==> config.mk <==
export PLATFORM = sky130hd
export DESIGN_NAME = plk_cell
export DESIGN_NICKNAME = d
export VERILOG_FILES = /design/src/design/plk_pkg.sv /design/src/design/plk_cell.sv
export SDC_FILE = /design/constraint.sdc
export NUM_CORES = 1
export LEC_CHECK = 0
export ABC_AREA = 0
export ABC_CLOCK_PERIOD_IN_PS = 3300
export BUFFER_PORTS_ARGS = -buffer_cell sky130_fd_sc_hd__buf_2
export CAP_MARGIN = 20
export CORE_MARGIN = 2
export CORE_UTILIZATION = 38
export CTS_CLUSTER_DIAMETER = 200
export CTS_CLUSTER_SIZE = 10
export DETAILED_ROUTE_END_ITERATION = 8
export PLACE_DENSITY = 0.8
export SLEW_MARGIN = 20
export SYNTH_ARGS = -nofsm -noshare
export SYNTH_HDL_FRONTEND = slang
export SYNTH_SLANG_ARGS = --single-unit
==> constraint.sdc <==
create_clock -name clk -period 3.3 [get_ports clk]
set_input_delay 0.99 -clock clk [delete_from_list [all_inputs] [get_ports clk]]
set_output_delay 0.99 -clock clk [all_outputs]
set_load 0.02 [all_outputs]
==> src/design/plk_pkg.sv <==
// ---------------------------------------------------------------------------
// plk_pkg
// shared codes, widths and control types of the positional list table
// ---------------------------------------------------------------------------
package plk_pkg;

	localparam int IN_TDATA_W  = 40;
	localparam int IN_TUSER_W  = 2;
	localparam int OUT_TDATA_W = 48;
	localparam int OUT_TUSER_W = 2;

	localparam logic [1:0] CMD_INSERT = 2'd0;
	localparam logic [1:0] CMD_DELETE = 2'd1;
	localparam logic [1:0] CMD_READ   = 2'd2;
	localparam logic [1:0] CMD_FIND   = 2'd3;

	localparam logic [1:0] ST_OK    = 2'd0;
	localparam logic [1:0] ST_FULL  = 2'd1;
	localparam logic [1:0] ST_RANGE = 2'd2;

	typedef struct packed {
		logic ins;
		logic del;
		logic sel_pos;
		logic find;
	} plk_ctrl_t;

endpackage

==> src/design/plk_cell.sv <==
// ---------------------------------------------------------------------------
// plk_cell
// one list entry: shifts with its neighbors and flags a position or value hit
// ---------------------------------------------------------------------------
module plk_cell
	import plk_pkg::*;
#(
	parameter int INDEX = 0,
	parameter int IW    = 7,
	parameter int CW    = 8,
	parameter int VW    = 32
) (
	input  logic          clk,
	input  plk_ctrl_t     ctrl,
	input  logic [IW-1:0] k,
	input  logic [CW-1:0] count,
	input  logic [VW-1:0] key,
	input  logic [VW-1:0] left,
	input  logic [VW-1:0] right,
	output logic [VW-1:0] entry_q,
	output logic          hit
);

	localparam logic [IW-1:0] MY_IDX = IW'(INDEX);
	localparam logic [CW-1:0] MY_CNT = CW'(INDEX);

	always_ff @(posedge clk) begin
		if (ctrl.ins) begin
			if (MY_IDX > k) begin
				entry_q <= left;
			end else if (MY_IDX == k) begin
				entry_q <= key;
			end
		end else if (ctrl.del) begin
			if (MY_IDX >= k) begin
				entry_q <= right;
			end
		end
	end

	assign hit = (ctrl.sel_pos && (MY_IDX == k)) ||
		(ctrl.find && (MY_CNT < count) && (entry_q == key));

endmodule

==> flow_summary.json <==
{
  "final.setup.worst_slack_ns": 0.0385,
  "synth_cell_types": 16,
  "post-route-util_pct": 57.5,
  "place.gp.congestion": 0.727,
  "cts-htree-levels": 2,
  "dp_worst_setup_slack_ns": -0.0636,
  "hold_buffers": 0,
  "placed_cell_area_um2": 2400,
  "synth_top_area_share_pct": 54.8,
  "dr.pass1.iters": 4,
  "start_util_pct": 39.7,
  "via_per_inst": 4.82,
  "clk_pin_slew_ns": 0.07,
  "portBuffers": 116,
  "hold_class": "in2reg",
  "final_cell_area_um2": 2540,
  "max_freq_ghz": 0.307,
  "worstSetupStartpointType": "input port",
  "crit_cells": 7,
  "setup_viol": 0,
  "synth_top_cells_by_count": "edfxtp_1, xor2_1, mux2_2",
  "ios": 149,
  "synth-edff-count": 32,
  "syn_to_final_growth_pct": 44.7,
  "synth.most_common_cell": "edfxtp_1",
  "end_kind": "output pin",
  "cts_root_buf": "clkbuf_8",
  "status": "complete, no violations",
  "slowest_stage": "nor4_2",
  "core-area_um2": 4410,
  "yosys_warnings": 0,
  "cp_slowest_stage_delay_ns": 0.28,
  "post_cts_buffers": 0,
  "clockBufferDepth": 2,
  "grt_pass1_vias": 1415,
  "critPathMaxFanout": 2,
  "ys_ff_latch": 32,
  "power_density_nw_per_um2": 339,
  "p_leak_nw": 1.09,
  "synth.net_count": 235,
  "vdd_ir_drop_max_mv": 0.214,
  "fin_crit_sh_pct": 98.8,
  "grt_use_total_pct": 16.0,
  "hold_viol_final": 0,
  "wirelength_um": 4130,
  "ys_seq_area_share_pct": 54.8,
  "worstPathCellList": "buf_2 -> xor2_2 -> nor4_2 -> buf_4 -> nand4_1 -> o31ai_1 -> buf_2",
  "startpoint": "key[8]",
  "cts.sinks": 32,
  "numCtsBuffers": 5,
  "cp-endpoint": "hit",
  "top_regs": "entry_q x32",
  "overflow": 0,
  "synth_top_cell_by_area": "edfxtp_1",
  "cp_data_arrival_time_ns": 2.27,
  "ant_nets": 0,
  "path_common_cell": "buf_2",
  "cts_tree": "done",
  "async_reset_ff_share_pct": 0,
  "fp.dieW_um": 71.9,
  "netlist_area_um2": 1750,
  "grt_max_degree": 33,
  "drc": 0,
  "fp.dieH_um": 71.9,
  "tightest_slew_ns": 0.429,
  "fp.dieArea_um2": 5180,
  "drt_iter0_drc": 52,
  "diodes": 0,
  "fin_nets": 357,
  "largest_register_ffs": 32,
  "largest-register": "entry_q",
  "syn_area_per_cell_um2": 14.7,
  "drive_above_1_share_pct": 63.2,
  "dp_hpwl_um": 3270,
  "cp_data_required_time_ns": 2.31,
  "maxSlewViolCount": 0,
  "worstSetupPathType": "in2out",
  "grt_pass1_wl_um": 6300,
  "synth_area_leaders": "edfxtp_1, xor2_1, mux2_2",
  "drt-wirelength-per-cell_um": 14.0,
  "synthFlopType": "edfxtp_1",
  "fin_crit_ns": 3.26,
  "antenna_found_initial": 0,
  "path_delay_family": "buffers and inverters",
  "via_count": 1418,
  "fp-row-count": 24,
  "path_buf_inv": 3,
  "maxCapViolCount": 0,
  "synthCells": 119,
  "slew_headroom_pct": 71.4
}
-- layout make-up --
type | count | area, µm²
fill | 383 | 1880
multi-input combinational | 83 | 821
tap | 52 | 65.1
clock inverter | 3 | 13.8
clock buffer | 5 | 68.8
sequential | 32 | 961
timing repair buffer | 119 | 609
-- per-stage QoR --
step                setup TNS (ns)  power (mW)  hold slack (ns)  instances
global route              -0.00158       0.906            0.984        294
CTS                              0       0.875            0.979        294
global placement           -0.0559       0.582             1.27        286
finish                           0       0.861            0.994        294
detailed placement         -0.0636       0.586             1.28        286
floorplan                        0       0.519             1.19        119
-- how the worst min path moves through the flow --
| stage | startpoint | end | slack (ns) | depth (start not counted) |
|---|---|---|---|---|
| after global placement | right[3] | entry_q[3]$_DFFE_PP_ | 1.27 | 2 |
| after global routing | right[8] | entry_q[8]$_DFFE_PP_ | 0.98 | 2 |
| after detailed placement | right[8] | entry_q[8]$_DFFE_PP_ | 1.28 | 2 |
| after CTS | right[8] | entry_q[8]$_DFFE_PP_ | 0.98 | 2 |
| after floorplan | right[11] | entry_q[11]$_DFFE_PP_ | 1.19 | 1 |
| final | right[28] | entry_q[28]$_DFFE_PP_ | 0.99 | 2 |
-- cell usage in the layout (no fill, tap or decap) --
cell      synthesis  routed
buf_2             3     115
edfxtp_1         32      32
xor2_1           31      29
mux2_2           18      18
mux2_1           14      14
nor4_2            0       5
clkbuf_8          0       5
nor4_1            9       4
buf_4             0       3
nand2_1           2       2
nand4_1           2       2
xor2_2            0       2
clkinv_2          0       2
xnor2_1           1       1
nor3_1            1       1
nand3_1           1       1
or4_4             1       1
nor4_4            1       1
o31ai_1           1       1
o21a_1            1       1
clkinv_1          0       1
buf_6             0       1
-- report_power, final --
group / leakage, nW / total [mW] / switching [mW] / internal, mW
clock network: 0.0453 / 0.280 / 0.137 / 0.143
logic: 0.758 / 0.126 / 0.0524 / 0.0740
registers: 0.288 / 0.454 / 0.00136 / 0.453
-- timing repair --
item,4_1_cts,5_1_grt
pin swaps,1,4
resized for setup,2,7
setup endpoints to repair,1,1
-- per-layer routing --
metal / track usage [%] / up-vias / routed length, µm
li1: - / 690 / -
met1: 18.2 / 636 / 1650
met2: 27.6 / 88 / 2000
met3: 6.25 / 4 / 446
met4: 5.45 / 0 / 27
met5: 0 / - / 0
-- cells by family (layout without fill, tap and decap cells) --
| kind of cell | Yosys count | in the layout | share of synthesized area [%] |
|---|---|---|---|
| xor+xnor | 32 | 32 | 16.0 |
| flops | 32 | 32 | 54.8 |
| mux | 32 | 32 | 20.5 |
| simple gates | 17 | 17 | 6.78 |
| buf+inv | 4 | 127 | 1.07 |
| compound gates | 2 | 2 | 0.856 |
No activity file was read; power rests on OpenSTA's default activity.
